===== src/qwvs_pkg.sv =====
package qwvs_pkg;

	localparam int COORD_W = 32;
	localparam int DIFF_W = COORD_W + 1;
	localparam int PROD_W = 2 * DIFF_W;
	localparam int CROSS_W = PROD_W + 1;
	localparam int MAG_W = CROSS_W;
	localparam int EDGE_W = 18;
	localparam int SRC_W = 16;
	localparam int TEX_W = 48;
	localparam int Q_W = 32;
	localparam int TPROD_W = EDGE_W + Q_W + 1;
	localparam int NUM_CORNERS = 4;
	localparam int IDX_W = 2;
	localparam int CFG_IDX_W = 3;
	localparam int CFG_DATA_W = 16;
	localparam int ROT_W = 2;

	localparam logic [CFG_IDX_W-1:0] REG_SOURCE_LEFT = 3'd0;
	localparam logic [CFG_IDX_W-1:0] REG_SOURCE_TOP = 3'd1;
	localparam logic [CFG_IDX_W-1:0] REG_SOURCE_WIDTH = 3'd2;
	localparam logic [CFG_IDX_W-1:0] REG_SOURCE_HEIGHT = 3'd3;
	localparam logic [CFG_IDX_W-1:0] REG_ROTATION_MODE = 3'd4;

	localparam logic [ROT_W-1:0] ROT_ROTATE = 2'd1;
	localparam logic [ROT_W-1:0] ROT_SWAP = 2'd2;

	localparam logic [IDX_W-1:0] CORNER_TL = 2'd0;
	localparam logic [IDX_W-1:0] CORNER_BL = 2'd1;
	localparam logic [IDX_W-1:0] CORNER_TR = 2'd2;
	localparam logic [IDX_W-1:0] CORNER_BR = 2'd3;

	typedef struct packed {
		logic [MAG_W-1:0] own;
		logic [MAG_W-1:0] opp;
		logic signed [COORD_W-1:0] x;
		logic signed [COORD_W-1:0] y;
		logic signed [EDGE_W-1:0] eu;
		logic signed [EDGE_W-1:0] ev;
		logic bad;
	} lane_in_t;

	typedef struct packed {
		logic signed [COORD_W-1:0] x;
		logic signed [COORD_W-1:0] y;
		logic signed [EDGE_W-1:0] eu;
		logic signed [EDGE_W-1:0] ev;
		logic bad;
	} side_t;

	typedef struct packed {
		logic signed [COORD_W-1:0] x;
		logic signed [COORD_W-1:0] y;
		logic signed [TEX_W-1:0] tex_u;
		logic signed [TEX_W-1:0] tex_v;
		logic [Q_W-1:0] tex_q;
	} vertex_t;

	function automatic logic [MAG_W-1:0] abs_mag(input logic signed [CROSS_W:0] v);
		logic signed [CROSS_W:0] a;
		a = (v < 0) ? -v : v;
		return a[MAG_W-1:0];
	endfunction

	function automatic logic [TEX_W-1:0] clamp_tex(input logic signed [TPROD_W-1:0] p);
		logic [TEX_W-1:0] r;
		if (&p[TPROD_W-1:TEX_W-1] || ~|p[TPROD_W-1:TEX_W-1]) begin
			r = p[TEX_W-1:0];
		end else if (p[TPROD_W-1]) begin
			r = {1'b1, {(TEX_W-1){1'b0}}};
		end else begin
			r = {1'b0, {(TEX_W-1){1'b1}}};
		end
		return r;
	endfunction

	function automatic logic [TEX_W-1:0] degen_tex(input logic signed [EDGE_W-1:0] e);
		logic [TEX_W-1:0] r;
		if (e > 0) begin
			r = {1'b0, {(TEX_W-1){1'b1}}};
		end else if (e < 0) begin
			r = {1'b1, {(TEX_W-1){1'b0}}};
		end else begin
			r = '0;
		end
		return r;
	endfunction

endpackage


===== src/qwvs_out_if.sv =====
interface qwvs_out_if;
	logic valid;
	logic ready;
	logic signed [qwvs_pkg::COORD_W-1:0] vertex_x;
	logic signed [qwvs_pkg::COORD_W-1:0] vertex_y;
	logic signed [qwvs_pkg::TEX_W-1:0] tex_u;
	logic signed [qwvs_pkg::TEX_W-1:0] tex_v;
	logic [qwvs_pkg::Q_W-1:0] tex_q;
	logic [qwvs_pkg::IDX_W-1:0] vertex_index;
	logic last;
	logic degenerate;

	modport source (output valid, vertex_x, vertex_y, tex_u, tex_v, tex_q, vertex_index,
		last, degenerate, input ready);
	modport sink (input valid, vertex_x, vertex_y, tex_u, tex_v, tex_q, vertex_index,
		last, degenerate, output ready);
endinterface


===== src/qwvs_merge.sv =====
module qwvs_merge (
	input logic clk,
	input logic arst_n,
	input logic in_valid,
	input qwvs_pkg::vertex_t vin [qwvs_pkg::NUM_CORNERS],
	input logic in_degen,
	output logic can_load,
	qwvs_out_if.source vertices
);

	localparam logic [qwvs_pkg::IDX_W-1:0] LAST_IDX = qwvs_pkg::CORNER_BR;

	qwvs_pkg::vertex_t buf_q [qwvs_pkg::NUM_CORNERS];
	logic deg_q;
	logic full_q;
	logic [qwvs_pkg::IDX_W-1:0] idx_q;
	logic load;

	assign can_load = !full_q || (vertices.ready && idx_q == LAST_IDX);
	assign load = in_valid && can_load;

	always_ff @(posedge clk) begin
		if (load) begin
			buf_q <= vin;
			deg_q <= in_degen;
		end
	end

	always_ff @(posedge clk or negedge arst_n) begin
		if (!arst_n) begin
			full_q <= 1'b0;
			idx_q <= qwvs_pkg::CORNER_TL;
		end else if (full_q && vertices.ready) begin
			if (idx_q == LAST_IDX) begin
				idx_q <= qwvs_pkg::CORNER_TL;
				full_q <= in_valid;
			end else begin
				idx_q <= idx_q + 1'b1;
			end
		end else if (!full_q) begin
			full_q <= in_valid;
		end
	end

	assign vertices.valid = full_q;
	assign vertices.vertex_x = buf_q[idx_q].x;
	assign vertices.vertex_y = buf_q[idx_q].y;
	assign vertices.tex_u = buf_q[idx_q].tex_u;
	assign vertices.tex_v = buf_q[idx_q].tex_v;
	assign vertices.tex_q = buf_q[idx_q].tex_q;
	assign vertices.vertex_index = idx_q;
	assign vertices.last = idx_q == LAST_IDX;
	assign vertices.degenerate = deg_q;

	a_run_continues: assert property (@(posedge clk) disable iff (!arst_n)
		full_q && vertices.ready && idx_q != LAST_IDX |=> full_q)
		else $error("vertex run broke off before its fourth beat");

	a_index_steps: assert property (@(posedge clk) disable iff (!arst_n)
		full_q && vertices.ready && idx_q != LAST_IDX |=> idx_q == $past(idx_q) + 1'b1)
		else $error("vertex index did not advance by one");

	a_idle_index: assert property (@(posedge clk) disable iff (!arst_n)
		!full_q |-> idx_q == qwvs_pkg::CORNER_TL)
		else $error("idle buffer holds a nonzero vertex index");

	a_degen_stable: assert property (@(posedge clk) disable iff (!arst_n)
		full_q && idx_q != qwvs_pkg::CORNER_TL |-> $stable(deg_q))
		else $error("degenerate flag changed within a run");

endmodule


===== src/flat_wrapper.sv =====
// flat-port wrapper written by rule: the top's interface ports become plain ports
module qwvs_merge_flat 
  (clk, arst_n, in_valid, vin, in_degen, can_load, vertices_valid, vertices_vertex_x, vertices_vertex_y, vertices_tex_u, vertices_tex_v, vertices_tex_q, vertices_vertex_index, vertices_last, vertices_degenerate, vertices_ready);
  qwvs_out_if vertices_i ();
  input logic clk;
  input logic arst_n;
  input logic in_valid;
  input qwvs_pkg::vertex_t vin[qwvs_pkg::NUM_CORNERS];
  input logic in_degen;
  output logic can_load;
  output wire logic [$bits(vertices_i.valid)-1:0] vertices_valid;
  output wire logic [$bits(vertices_i.vertex_x)-1:0] vertices_vertex_x;
  output wire logic [$bits(vertices_i.vertex_y)-1:0] vertices_vertex_y;
  output wire logic [$bits(vertices_i.tex_u)-1:0] vertices_tex_u;
  output wire logic [$bits(vertices_i.tex_v)-1:0] vertices_tex_v;
  output wire logic [$bits(vertices_i.tex_q)-1:0] vertices_tex_q;
  output wire logic [$bits(vertices_i.vertex_index)-1:0] vertices_vertex_index;
  output wire logic [$bits(vertices_i.last)-1:0] vertices_last;
  output wire logic [$bits(vertices_i.degenerate)-1:0] vertices_degenerate;
  input wire logic [$bits(vertices_i.ready)-1:0] vertices_ready;
  assign vertices_valid = vertices_i.valid;
  assign vertices_vertex_x = vertices_i.vertex_x;
  assign vertices_vertex_y = vertices_i.vertex_y;
  assign vertices_tex_u = vertices_i.tex_u;
  assign vertices_tex_v = vertices_i.tex_v;
  assign vertices_tex_q = vertices_i.tex_q;
  assign vertices_vertex_index = vertices_i.vertex_index;
  assign vertices_last = vertices_i.last;
  assign vertices_degenerate = vertices_i.degenerate;
  assign vertices_i.ready = vertices_ready;
  qwvs_merge u_core (.clk(clk), .arst_n(arst_n), .in_valid(in_valid), .vin(vin), .in_degen(in_degen), .can_load(can_load), .vertices(vertices_i));
endmodule

===== config.mk =====
export PLATFORM = sky130hd
export DESIGN_NAME = qwvs_merge_flat
export DESIGN_NICKNAME = d
export VERILOG_FILES = /design/src/qwvs_pkg.sv /design/src/qwvs_out_if.sv /design/src/qwvs_merge.sv /design/src/flat_wrapper.sv
export SDC_FILE = /design/constraint.sdc
export NUM_CORES = 1
export LEC_CHECK = 0
export BUFFER_PORTS_ARGS = -buffer_cell sky130_fd_sc_hd__clkbuf_2
export CORE_AREA = 2 2 383 385
export DETAILED_ROUTE_END_ITERATION = 8
export DIE_AREA = 0 0 385 387
export HOLD_SLACK_MARGIN = 0.12
export SYNTH_ARGS = -nofsm -noshare
export SYNTH_HDL_FRONTEND = slang
export SYNTH_SLANG_ARGS = --single-unit

===== constraint.sdc =====
create_clock -name clk -period 47 [get_ports clk]
set_input_delay 7.05 -clock clk [delete_from_list [all_inputs] [get_ports clk]]
set_output_delay 7.05 -clock clk [all_outputs]
set_load 0.005 [all_outputs]

# After elaboration in Yosys (flattened, before gate mapping)
# Index checks and enable logic that the tools add are counted.
[totals]
output_inout_bits = 198
reg_bits = 772
[op_classes]
n_addsub = 1
eq_ne = 2
n_bitwise = 1
n_mux = 7
magnitude_cmp = 1
n_reduce_logical = 5
[op_table]
columns = ["operator", "n"]
rows = [
  ["192-bit binary-select mux with 2-bit select", 1],
  ["192-bit 2-to-1 mux", 2],
  ["3-bit >= comparator (second input constant)", 1],
  ["1-bit logical AND", 3],
  ["1-bit 2-to-1 mux", 3],
  ["2-bit NOT with 3-bit output", 1],
  ["2-bit by 1-bit adder with 2-bit output (second input constant)", 1],
  ["2-bit == test (second input constant)", 1],
  ["2-bit 2-to-1 mux", 1],
  ["2-bit inequality test (second input constant)", 1],
  ["1-bit zero test", 1],
  ["1-bit logical OR", 1],
]

# Logic depth before layout (Yosys ltp)
# Gate-level depths: netlist of the first run.
[logic_depth]
depth_word = 4
ltp_mapped = 5
mapped_depth_nobuf = 3

# Worst setup path before layout of the first run
# Ideal clock, no wire load.
[synth_path]
path_type = "input -> register"
from = "input vertices_ready"
to = "register u_core.buf_q[0] in the netlist's numbering (enable)"
setup_time_ps = 2005
path_slack_ps = 4228
arrival_ps = 40767
path_stages = 2
path_buffers = 0
required_ps = 44995
path_cell_list = "a21boi_0 -> nor2b_1"
[synth_between]
elab_chain_len = 3
[synth_rtl]
columns = ["item", "line_no", "rtl"]
rows = [
  ["from (decl)", "flat_wrapper.sv:20", "input wire logic [$bits(vertices_i.ready)-1:0] vertices_ready;"],
  ["1-bit logical AND", "qwvs_merge.sv:19", "assign can_load = !full_q || (vertices.ready && idx_q == LAST_IDX);"],
  ["1-bit logical OR", "qwvs_merge.sv:19", ""],
  ["1-bit logical AND", "qwvs_merge.sv:20", "assign load = in_valid && can_load;"],
  ["named net u_core.load", "qwvs_merge.sv:17", "logic load;"],
  ["to (signal assigned)", "qwvs_merge.sv:24", "buf_q <= vin;"],
  ["to (decl)", "qwvs_merge.sv:13", "qwvs_pkg::vertex_t buf_q [qwvs_pkg::NUM_CORNERS];"],
]
# The timed path passes the listed nets, and every way through them passes these cells.
# A chain may end at the register's enable or synchronous reset.

# Worst setup path after layout of the first run
[layout_path]
from = "input vertices_ready"
to = "output can_load"
[layout_between]
elab_chain_len = 2
[layout_rtl]
columns = ["item", "line_no", "rtl"]
rows = [
  ["1-bit logical AND", "qwvs_merge.sv:19", ""],
  ["1-bit logical OR", "qwvs_merge.sv:19", ""],
  ["to (decl)", "flat_wrapper.sv:10", "output logic can_load;"],
]
# Every way passes these cells.

==> flow_metrics.env, run 1 <==
export IMPL_drt_pre_antenna_iters=5
export IMPL_status="finished, final reports clean"
export IMPL_crit_slowest_cell="a21boi_0"
export IMPL_die_area_um2=149000
export IMPL_drt_total_wl_um=103000
export IMPL_skew_ns=0.0479
export IMPL_wl_met1_um=38500
export IMPL_root_buffer="clkbuf_16"
export IMPL_clock_path_buffers=3
export IMPL_grt_pass1_vias=16100
export IMPL_hold_viol_final=0
export IMPL_io_buffers=970
export IMPL_nNetsFinal=2824
export IMPL_cts_htree_levels=3
export IMPL_synth_seq_cells=772
export IMPL_cpLargestDelayFamily="compound AO/OA/AOI/OAI gates"
export IMPL_final_min_clock_period_ns=14.83
export IMPL_num_io_pins=971
export IMPL_grt_overflow=0
export IMPL_min_path_type="register to register"
export IMPL_syn_area_um2=27900
export IMPL_finalCritPeriodShare=0.316
export IMPL_vias=15600
export IMPL_fillers=14700
export IMPL_pre_cts_slack_ns=32.15
export IMPL_cp_required_ns=39.95
export IMPL_leakagePower_uw=0.0138
export IMPL_syn_instance_count=1016
export IMPL_yosysUniqueCellTypes=16
export IMPL_grt_usage=0.134
export IMPL_synth_nets=1790
export IMPL_fin_util=0.261
export IMPL_grt_max_degree=87
export IMPL_cp_common_cell="clkbuf_2"
export IMPL_insertion_delay_ns=0.69
export IMPL_maxSlewHeadroom=0.279
export IMPL_crit_path_end_kind="output port"
export IMPL_cts_buffers_inserted=86
export IMPL_wl_met2_um=51000
export IMPL_worst_slew_pin_slew_ns=1.08
export IMPL_grt_pass1_wl_um=136000
export IMPL_maxSlewViolCount=0
export IMPL_vdd_drop_max_uv=55.3
export IMPL_antenna_found_initial=68
export IMPL_cts_hold_buffers_added=0
export IMPL_cp_buffers_inverters=3
export IMPL_drive_gt1_frac=0.617
export IMPL_cts_setup_buffers=0
export IMPL_dp_hpwl_um=81900
export IMPL_wl_per_cell_um=25.3
export IMPL_ant_nets=0
export IMPL_die_width_um=385
export IMPL_drcViolationCount=0
export IMPL_pwr_density_cell_nw_per_um2=56.2
export IMPL_drtIter0Drc=1086
export IMPL_crit_type="primary input to output port"
export IMPL_routed_via_density=3.86
export IMPL_ys_seq_area_frac=0.831
export IMPL_area_growth_pct=35.4
export IMPL_path_clk_slew_ns=0.06
export IMPL_setup_ws_ns=32.17
export IMPL_max_cap_violations=0
export IMPL_fin_area_um2=37800
export IMPL_grt_setup_unrepaired="no"
export IMPL_gp_congestion=0.932
export IMPL_rows=140
export IMPL_fmax_ghz=0.0674
export IMPL_post_dp_cell_area_um2=35000
export IMPL_fin_tns_setup_ns=0
export IMPL_yosysWarnings=0
export IMPL_finalSetupViolCount=0
export IMPL_max_stage_delay_ns=0.44
export IMPL_wl_met3_um=10500
export IMPL_syn_area_per_cell_um2=27.5
export IMPL_top_layer_used="met5"
export IMPL_cts_sinks=772
export IMPL_start_kind="primary input"
export IMPL_coreArea_um2=145000
export IMPL_cts_tree="yes"
export IMPL_path_cells="clkbuf_2 -> a21boi_0 -> inv_1 -> clkbuf_2"
export IMPL_arrival_ns=7.78
export IMPL_start_util=0.193
export IMPL_worstPathMaxFanout=3
export IMPL_ctsResizeCount=0
export IMPL_die_height_um=387
export IMPL_holdWs_ns=0.745
## synth_stat cells
cell type,n,area share
a21boi_0,1,0.00027
buf_1,2,0.00027
buf_2,18,0.0032
buf_4,2,0.00054
buf_6,19,0.0077
clkbuf_1,2,0.00027
dfrtp_1,3,0.0027
edfxtp_1,769,0.83
ha_1,1,0.00045
inv_1,1,0.00013
mux2_2,2,0.00081
mux4_2,192,0.16
nand2_1,1,0.00013
nor2_1,1,0.00013
nor2b_1,1,0.00022
or2_2,1,0.00022
## layout by cell type, fill, tap and decap left out, types with 2 or more instances in the layout
| cell | synthesis | final |
|---|---|---|
| clkinv_1 | 0 | 17 |
| clkinv_2 | 0 | 13 |
| clkinv_4 | 0 | 2 |
| clkinv_16 | 0 | 3 |
| buf_4 | 2 | 19 |
| bufinv_16 | 0 | 6 |
| edfxtp_1 | 769 | 769 |
| dfrtp_4 | 0 | 2 |
| clkinvlp_4 | 0 | 4 |
| clkbuf_2 | 0 | 970 |
| mux2_2 | 2 | 2 |
| diode_2 | 0 | 10 |
| clkbuf_1 | 2 | 21 |
| clkinv_8 | 0 | 2 |
| clkbuf_16 | 0 | 87 |
| mux4_2 | 192 | 192 |
## stage by stage
step / total power [µW] / instances
after global placement: 1490 / 3879
after global routing: 2220 / 4041
after CTS: 2160 / 4037
after floorplan: 1390 / 1016
final: 2120 / 4047
after detailed placement: 1490 / 3879
## tightest hold or removal path: stages (launching register included)
cell	delay, ns
dfrtp_1	0.41
nand2_1	0.14
mux2_2	0.16
## area by class of cell
class | instances | area [µm²] | area share
Sequential cell | 772 | 23200 | 0.614
Timing Repair Buffer | 989 | 5000 | 0.132
Multi-Input combinational cell | 200 | 4390 | 0.116
Tap cell | 1917 | 2400 | 0.0635
Clock buffer | 108 | 2260 | 0.0597
Clock inverter | 50 | 519 | 0.0137
Antenna cell | 10 | 25.0 | 0.000663
Inverter | 1 | 3.75 | 0.0000994
## routing by layer
| metal | track usage | vias to the layer above |
|---|---|---|
| met2 | 0.230 | 843 |
| met3 | 0.0520 | 212 |
| met4 | 0.0303 | 20 |
| met5 | 0 | - |
| li1 | - | 6525 |
| met1 | 0.158 | 8017 |
## state kept, by name (all words and copies together), names as in the netlist
signal                        count
u_core.buf_q                    768
u_core.vertices.degenerate        1
u_core.vertices.vertex_index      2
u_core.vertices.valid             1
## cell families after synthesis
logic type / Yosys count / share of synthesized area
adder cells (fa/ha/maj): 1 / 0.000449
AO/OA/AOI/OAI: 1 / 0.000269
buffers and inverters: 44 / 0.0121
multiplexers: 194 / 0.156
AND/OR/NAND/NOR: 4 / 0.000718
flip-flops: 772 / 0.831
## power breakdown
group / switching (µW) / internal [µW]
combinational: 280 / 260
clock: 285 / 377
sequential: 43.5 / 877
total: 608 / 1510
## final timing paths
kind / startpoint / end / slack [ns] / depth (start not counted)
worst max-delay path: vertices_ready / can_load / 32.17 / 4
worst min register to register: u_core.vertices.valid$_DFFE_PN0P_ / u_core.vertices.vertex_index[0]$_DFFE_PN0P_ / 0.75 / 2
worst max register to register: u_core.vertices.vertex_index[1]$_DFFE_PN0P_ / u_core.buf_q[260]$_DFFE_PP_ / 39.10 / 10
max in group asynchronous: arst_n / u_core.vertices.vertex_index[1]$_DFFE_PN0P_ / 40.70 / 1
min in group asynchronous: arst_n / u_core.vertices.valid$_DFFE_PN0P_ / 6.15 / 1
worst min-delay path: u_core.vertices.valid$_DFFE_PN0P_ / u_core.vertices.vertex_index[0]$_DFFE_PN0P_ / 0.75 / 2
(Power assumes the default switching activity.)
==> run 2: changes to the inputs <==
==> constraint.sdc (replaced) <==
create_clock -name clk -period 14 [get_ports clk]
set_input_delay 2.1 -clock clk [delete_from_list [all_inputs] [get_ports clk]]
set_output_delay 2.1 -clock clk [all_outputs]
set_load 0.005 [all_outputs]
==> run 2 against run 1 <==
Sequential power grew to 3.4 times the previous value. Critical path depth stayed put. Final cell count is 0.22% higher. Sequential share of layout area is 0.18 points lower. Clock-buffer cell count is 5 higher. Critical endpoint is now vertices_tex_v[38].
==> flow_metrics.env, run 2 (synthesis gave the netlist of run 1 again) <==
export IMPL_status="finished, final reports clean"
export IMPL_drt_pre_antenna_iters=5
export IMPL_area_growth_pct=35.8
export IMPL_cp_required_ns=11.90
export IMPL_crit_path_end_kind="output port"
export IMPL_wl_met2_um=51500
export IMPL_cp_common_cell="buf_4"
export IMPL_share_comb_of_total_power=0.245
export IMPL_path_cells="buf_4 -> buf_4 -> mux4_2 -> clkbuf_2"
export IMPL_clock_path_buffers=3
export IMPL_finalCritPeriodShare=0.444
export IMPL_max_cap_violations=0
export IMPL_final_seq_area_um2=23200
export IMPL_nNetsFinal=2820
export IMPL_wl_met3_um=10800
export IMPL_post_dp_cell_area_um2=35000
export IMPL_maxSlewViolCount=0
export IMPL_cts_htree_levels=3
export IMPL_seq_power_share=0.435
export IMPL_skew_ns=0.0291
export IMPL_cts_sinks=772
export IMPL_crit_type="register to output port"
export IMPL_min_from="u_core.vertices.valid$_DFFE_PN0P_"
export IMPL_rows=140
export IMPL_finalSetupViolCount=0
export IMPL_ant_nets=0
export IMPL_min_path_type="register to register"
export IMPL_grt_overflow=0
export IMPL_cts_tree="yes"
export IMPL_worstPathMaxFanout=44
export IMPL_drtIter0Drc=1244
export IMPL_antenna_found_initial=95
export IMPL_finalNonFillerCells=4056
export IMPL_wl_per_cell_um=26.4
export IMPL_grt_max_degree=186
export IMPL_cts_hold_buffers_added=0
export IMPL_worst_slew_pin_slew_ns=1.15
export IMPL_routed_via_density=3.93
export IMPL_die_height_um=387
export IMPL_path_clk_slew_ns=0.06
export IMPL_final_cell_mix="clkbuf_2 (970), edfxtp_1 (769), mux4_2 (192), clkbuf_16 (89), clkbuf_1 (22)"
export IMPL_clkPwrFrac=0.321
export IMPL_max_stage_delay_ns=0.94
export IMPL_leakagePower_uw=0.0138
export IMPL_p_switching_uw=2010
export IMPL_fin_util=0.261
export IMPL_cts_buffers_inserted=88
export IMPL_insertion_delay_ns=0.68
export IMPL_maxSlewHeadroom=0.236
export IMPL_fin_area_um2=37900
export IMPL_vias=15900
export IMPL_grt_pass1_wl_um=140000
export IMPL_pwr_density_cell_nw_per_um2=189
export IMPL_coreArea_um2=145000
export IMPL_ctsResizeCount=0
export IMPL_drive_gt1_frac=0.617
export IMPL_grt_usage=0.140
export IMPL_drt_total_wl_um=107000
export IMPL_layout_commonest_cell="clkbuf_2"
export IMPL_arrival_ns=4.11
export IMPL_crit_path_start="u_core.vertices.vertex_index[0]$_DFFE_PN0P_"
export IMPL_fillers=14600
export IMPL_dp_hpwl_um=85300
export IMPL_p_sw_frac=0.280
export IMPL_io_buffers=970
export IMPL_root_buffer="clkbuf_16"
export IMPL_grt_pass1_vias=16100
export IMPL_wl_met1_um=40800
export IMPL_cts_setup_buffers=0
export IMPL_largest_reg_flops=768
export IMPL_start_util=0.193
export IMPL_cp_buffers_inverters=3
export IMPL_grt_setup_unrepaired="no"
export IMPL_gp_congestion=0.914
export IMPL_crit_slowest_cell="dfrtp_4"
export IMPL_top_register="u_core.buf_q"
export IMPL_timing_rr_start="u_core.vertices.vertex_index[0]$_DFFE_PN0P_"
export IMPL_vdd_drop_max_uv=119
export IMPL_drcViolationCount=0
export IMPL_die_area_um2=149000
export IMPL_final_min_clock_period_ns=6.21
export IMPL_start_kind="register"
export IMPL_dpl_cell_count=3873
export IMPL_top_layer_used="met5"
export IMPL_fmax_ghz=0.161
export IMPL_fin_tns_setup_ns=0
export IMPL_cpLargestDelayFamily="buffers and inverters"
export IMPL_die_width_um=385
export IMPL_holdWs_ns=0.705
export IMPL_internal_power_uw=5160
export IMPL_num_io_pins=971
export IMPL_hold_viol_final=0
export IMPL_multi_input_area_um2=4400
[run 2: changes by cell type in the layout (fill, tap and decap cells not counted), sizes merged]
cell,before,now
clkbuf,1078,1083
clkinvlp,4,2
bufinv,6,8
clkinv,37,32
inv,4,9
buf,19,13
diode,10,20
[run 2: final cells by class]
cell class | count | area share
antenna | 20 | 0.00132
clock inverter | 50 | 0.0136
tap | 1917 | 0.0633
inverter | 1 | 0.0000991
clock buffer | 113 | 0.0617
timing repair buffer | 983 | 0.132
sequential | 772 | 0.612
multi-input combinational | 200 | 0.116
[run 2: power by group through the flow]
stage | Clock [µW] | Sequential (µW) | Combinational (µW)
after floorplan | 0 | 3180 | 1110
after global placement | 0 | 3160 | 1770
after detailed placement | 0 | 3160 | 1780
after CTS | 2370 | 3120 | 1790
after global routing | 2460 | 3140 | 1880
final | 2300 | 3120 | 1750
[run 2: layer usage]
metal / vias to the layer above / GRT usage
li1: 6551 / -
met1: 8108 / 0.172
met2: 980 / 0.231
met3: 270 / 0.0462
met4: 16 / 0.0428
met5: - / 0
[run 2: worst paths after layout]
| path | slack [ns] | cells past startpoint | to |
|---|---|---|---|
| min in group asynchronous | 1.21 | 1 | u_core.vertices.vertex_index[1]$_DFFE_PN0P_ |
| worst min-delay path | 0.70 | 2 | u_core.vertices.vertex_index[0]$_DFFE_PN0P_ |
| worst max register to register | 9.16 | 6 | u_core.buf_q[696]$_DFFE_PP_ |
| worst min register to register | 0.70 | 2 | u_core.vertices.vertex_index[0]$_DFFE_PN0P_ |
| worst max-delay path | 7.79 | 4 | vertices_tex_v[38] |
| max in group asynchronous | 12.64 | 1 | u_core.vertices.vertex_index[0]$_DFFE_PN0P_ |
[run 2: tightest hold or removal path: cells and delay by family (launching register included)]
kind / cells / cell delay (ns)
simple gates: 1 / 0.12
mux: 1 / 0.16
flops: 1 / 0.40
[run 2: metrics by stage]
stage	worst slack, ns	total power, µW
final	7.79	7170
after detailed placement	8.35	4950
after floorplan	-0.00663	4290
after global placement	8.40	4930
after global routing	7.37	7490
after CTS	7.55	7280
==> run 3: changes to the inputs <==
--- a/config.mk
+++ b/config.mk
@@ -6,9 +6,9 @@
 export NUM_CORES = 1
 export LEC_CHECK = 0
 export BUFFER_PORTS_ARGS = -buffer_cell sky130_fd_sc_hd__clkbuf_2
-export CORE_AREA = 2 2 383 385
+export CORE_AREA = 2 2 380 382
 export DETAILED_ROUTE_END_ITERATION = 8
-export DIE_AREA = 0 0 385 387
+export DIE_AREA = 0 0 382 384
 export HOLD_SLACK_MARGIN = 0.12
 export SYNTH_ARGS = -nofsm -noshare
 export SYNTH_HDL_FRONTEND = slang
==> constraint.sdc (replaced) <==
create_clock -name clk -period 5.2 [get_ports clk]
set_input_delay 0.78 -clock clk [delete_from_list [all_inputs] [get_ports clk]]
set_output_delay 0.78 -clock clk [all_outputs]
set_load 0.005 [all_outputs]
==> run 3 against run 2 <==
Power grew to 2.7 times the previous value. Final cell count down 0.35%. Combinational power grew to 2.8 times the previous value. Clock-buffer cell count is 1 higher. Sequential share of layout area is 0.22 points lower. First-iteration DRC count increased by 1.7%. Non-clock buffer count is 13 higher. Design area increased by 0.36%. Worst hold slack worse by 0.45 ns. Critical path type unchanged. Largest power group unchanged.
==> flow_metrics.env, run 3 (synthesis gave the netlist of run 1 again) <==
export IMPL_cts_sinks=772
export IMPL_status="finished, final reports clean"
export IMPL_r2r_cells=5
export IMPL_num_io_pins=971
export IMPL_vias=16000
export IMPL_grt_max_degree=159
export IMPL_dp_hpwl_um=87200
export IMPL_arrival_ns=2.92
export IMPL_min_to="u_core.buf_q[204]$_DFFE_PP_"
export IMPL_finalSetupViolCount=0
export IMPL_die_area_um2=147000
export IMPL_p_switching_uw=5580
export IMPL_clock_path_buffers=3
export IMPL_holdPathStages=1
export IMPL_maxSlewHeadroom=0.258
export IMPL_vdd_drop_max_uv=365
export IMPL_maxSlewViolCount=0
export IMPL_io_buffers=970
export IMPL_gp_congestion=0.907
export IMPL_cts_tree="yes"
export IMPL_routed_via_density=3.97
export IMPL_skew_ns=0.0481
export IMPL_finalCritPeriodShare=0.711
export IMPL_post_dp_cell_area_um2=35100
export IMPL_cp_required_ns=4.42
export IMPL_cts_setup_buffers=0
export IMPL_setup_ws_ns=1.50
export IMPL_leakagePower_uw=0.0139
export IMPL_drive_gt1_frac=0.619
export IMPL_pre_cts_slack_ns=2.11
export IMPL_finalNonFillerCells=4042
export IMPL_wl_per_cell_um=27.1
export IMPL_grt_pass1_wl_um=141000
export IMPL_insertion_delay_ns=0.69
export IMPL_largest_reg_flops=768
export IMPL_ant_nets=0
export IMPL_internal_power_uw=13900
export IMPL_grt_pass1_vias=16000
export IMPL_start_kind="register"
export IMPL_p_sw_frac=0.287
export IMPL_fmax_ghz=0.270
export IMPL_die_width_um=382
export IMPL_timing_rr_start="u_core.vertices.vertex_index[1]$_DFFE_PN0P_"
export IMPL_seq_power_share=0.430
export IMPL_rows=139
export IMPL_grt_overflow=0
export IMPL_cts_htree_levels=3
export IMPL_start_util=0.195
export IMPL_antenna_found_initial=89
export IMPL_max_cap_violations=0
export IMPL_path_clk_slew_ns=0.06
export IMPL_drtIter0Drc=1265
export IMPL_fin_area_um2=38000
export IMPL_drt_pre_antenna_iters=5
export IMPL_dpl_cell_count=3871
export IMPL_crit_path_end_kind="output port"
export IMPL_pwr_density_cell_nw_per_um2=512
export IMPL_min_path_type="primary input to register"
export IMPL_crit_type="register to output port"
export IMPL_drcViolationCount=0
export IMPL_die_height_um=384
export IMPL_top_register="u_core.buf_q"
export IMPL_nNetsFinal=2833
export IMPL_grt_usage=0.144
export IMPL_final_cell_mix="clkbuf_2 (970), edfxtp_1 (769), mux4_2 (192), clkbuf_16 (90), clkbuf_1 (23)"
export IMPL_min_from="vin[204]"
export IMPL_r2r_end="u_core.buf_q[337]$_DFFE_PP_"
export IMPL_cts_buffers_inserted=88
export IMPL_final_min_clock_period_ns=3.70
export IMPL_worstPathMaxFanout=30
export IMPL_coreArea_um2=143000
export IMPL_layout_commonest_cell="clkbuf_2"
export IMPL_area_growth_pct=36.3
export IMPL_fin_total_pwr_uw=19500
export IMPL_clkPwrFrac=0.316
export IMPL_hold_viol_final=0
export IMPL_drt_total_wl_um=109000
export IMPL_r2r_setup_slack_ns=2.13
export IMPL_root_buffer="clkbuf_16"
export IMPL_share_comb_of_total_power=0.253
export IMPL_grt_setup_unrepaired="no"
export IMPL_worst_slew_pin_slew_ns=1.11
export IMPL_ctsResizeCount=0
[run 3: area by class of cell]
class | instances | area, µm²
antenna | 10 | 25.0
clock buffer | 114 | 2350
clock inverter | 46 | 502
fill | 14400 | 105000
inverter | 1 | 3.75
multi-input combinational | 200 | 4400
sequential | 772 | 23200
tap | 1903 | 2380
timing repair buffer | 996 | 5180
[run 3: timing repair]
item / 4_1_cts / 5_1_grt
hold buffers: 1 / 0
hold endpoints to repair: 3 / 0
setup endpoints to repair: 0 / 0
[run 3: power by group through the flow]
stage	registers [µW]	clock network, µW	logic [µW]
after floorplan	8570	0	2990
after global placement	8490	0	4990
after detailed placement	8500	0	5020
after CTS	8380	6360	5030
after global routing	8430	6590	5280
final	8370	6160	4930
[run 3: worst max-delay path, stage by stage, from the launching register on]
cell      delay, ns
dfrtp_4        0.70
buf_12         0.30
buf_4          0.33
mux4_2         0.59
clkbuf_2       0.22
[run 3: per-stage QoR]
stage,hold WS [ns],setup TNS (ns),utilization
2_1_floorplan,0.484,-5757.22,-
3_3_place_gp,0.586,0,0.246
3_5_place_dp,0.585,0,0.246
4_1_cts,0.161,0,0.266
5_1_grt,0.180,0,0.266
6_report,0.256,0,0.266
[run 3: how the worst max path moves through the flow]
stage	from	endpoint
after floorplan	in_valid	u_core.buf_q[0]$_DFFE_PP_
after global placement	u_core.vertices.vertex_index[0]$_DFFE_PN0P_	vertices_tex_u[41]
after detailed placement	u_core.vertices.vertex_index[0]$_DFFE_PN0P_	vertices_tex_u[41]
after CTS	u_core.vertices.vertex_index[0]$_DFFE_PN0P_	vertices_tex_u[41]
after global routing	u_core.vertices.vertex_index[0]$_DFFE_PN0P_	vertices_tex_u[41]
final	u_core.vertices.vertex_index[0]$_DFFE_PN0P_	vertices_tex_u[41]
[run 3: per-layer routing]
layer | vias up | part of all wire | GRT usage
met3 | 263 | 0.089 | 0.0454
met2 | 1017 | 0.49 | 0.245
met4 | 14 | 0.032 | 0.0371
met1 | 8187 | 0.39 | 0.175
met5 | - | 0.00081 | 0
li1 | 6555 | - | -
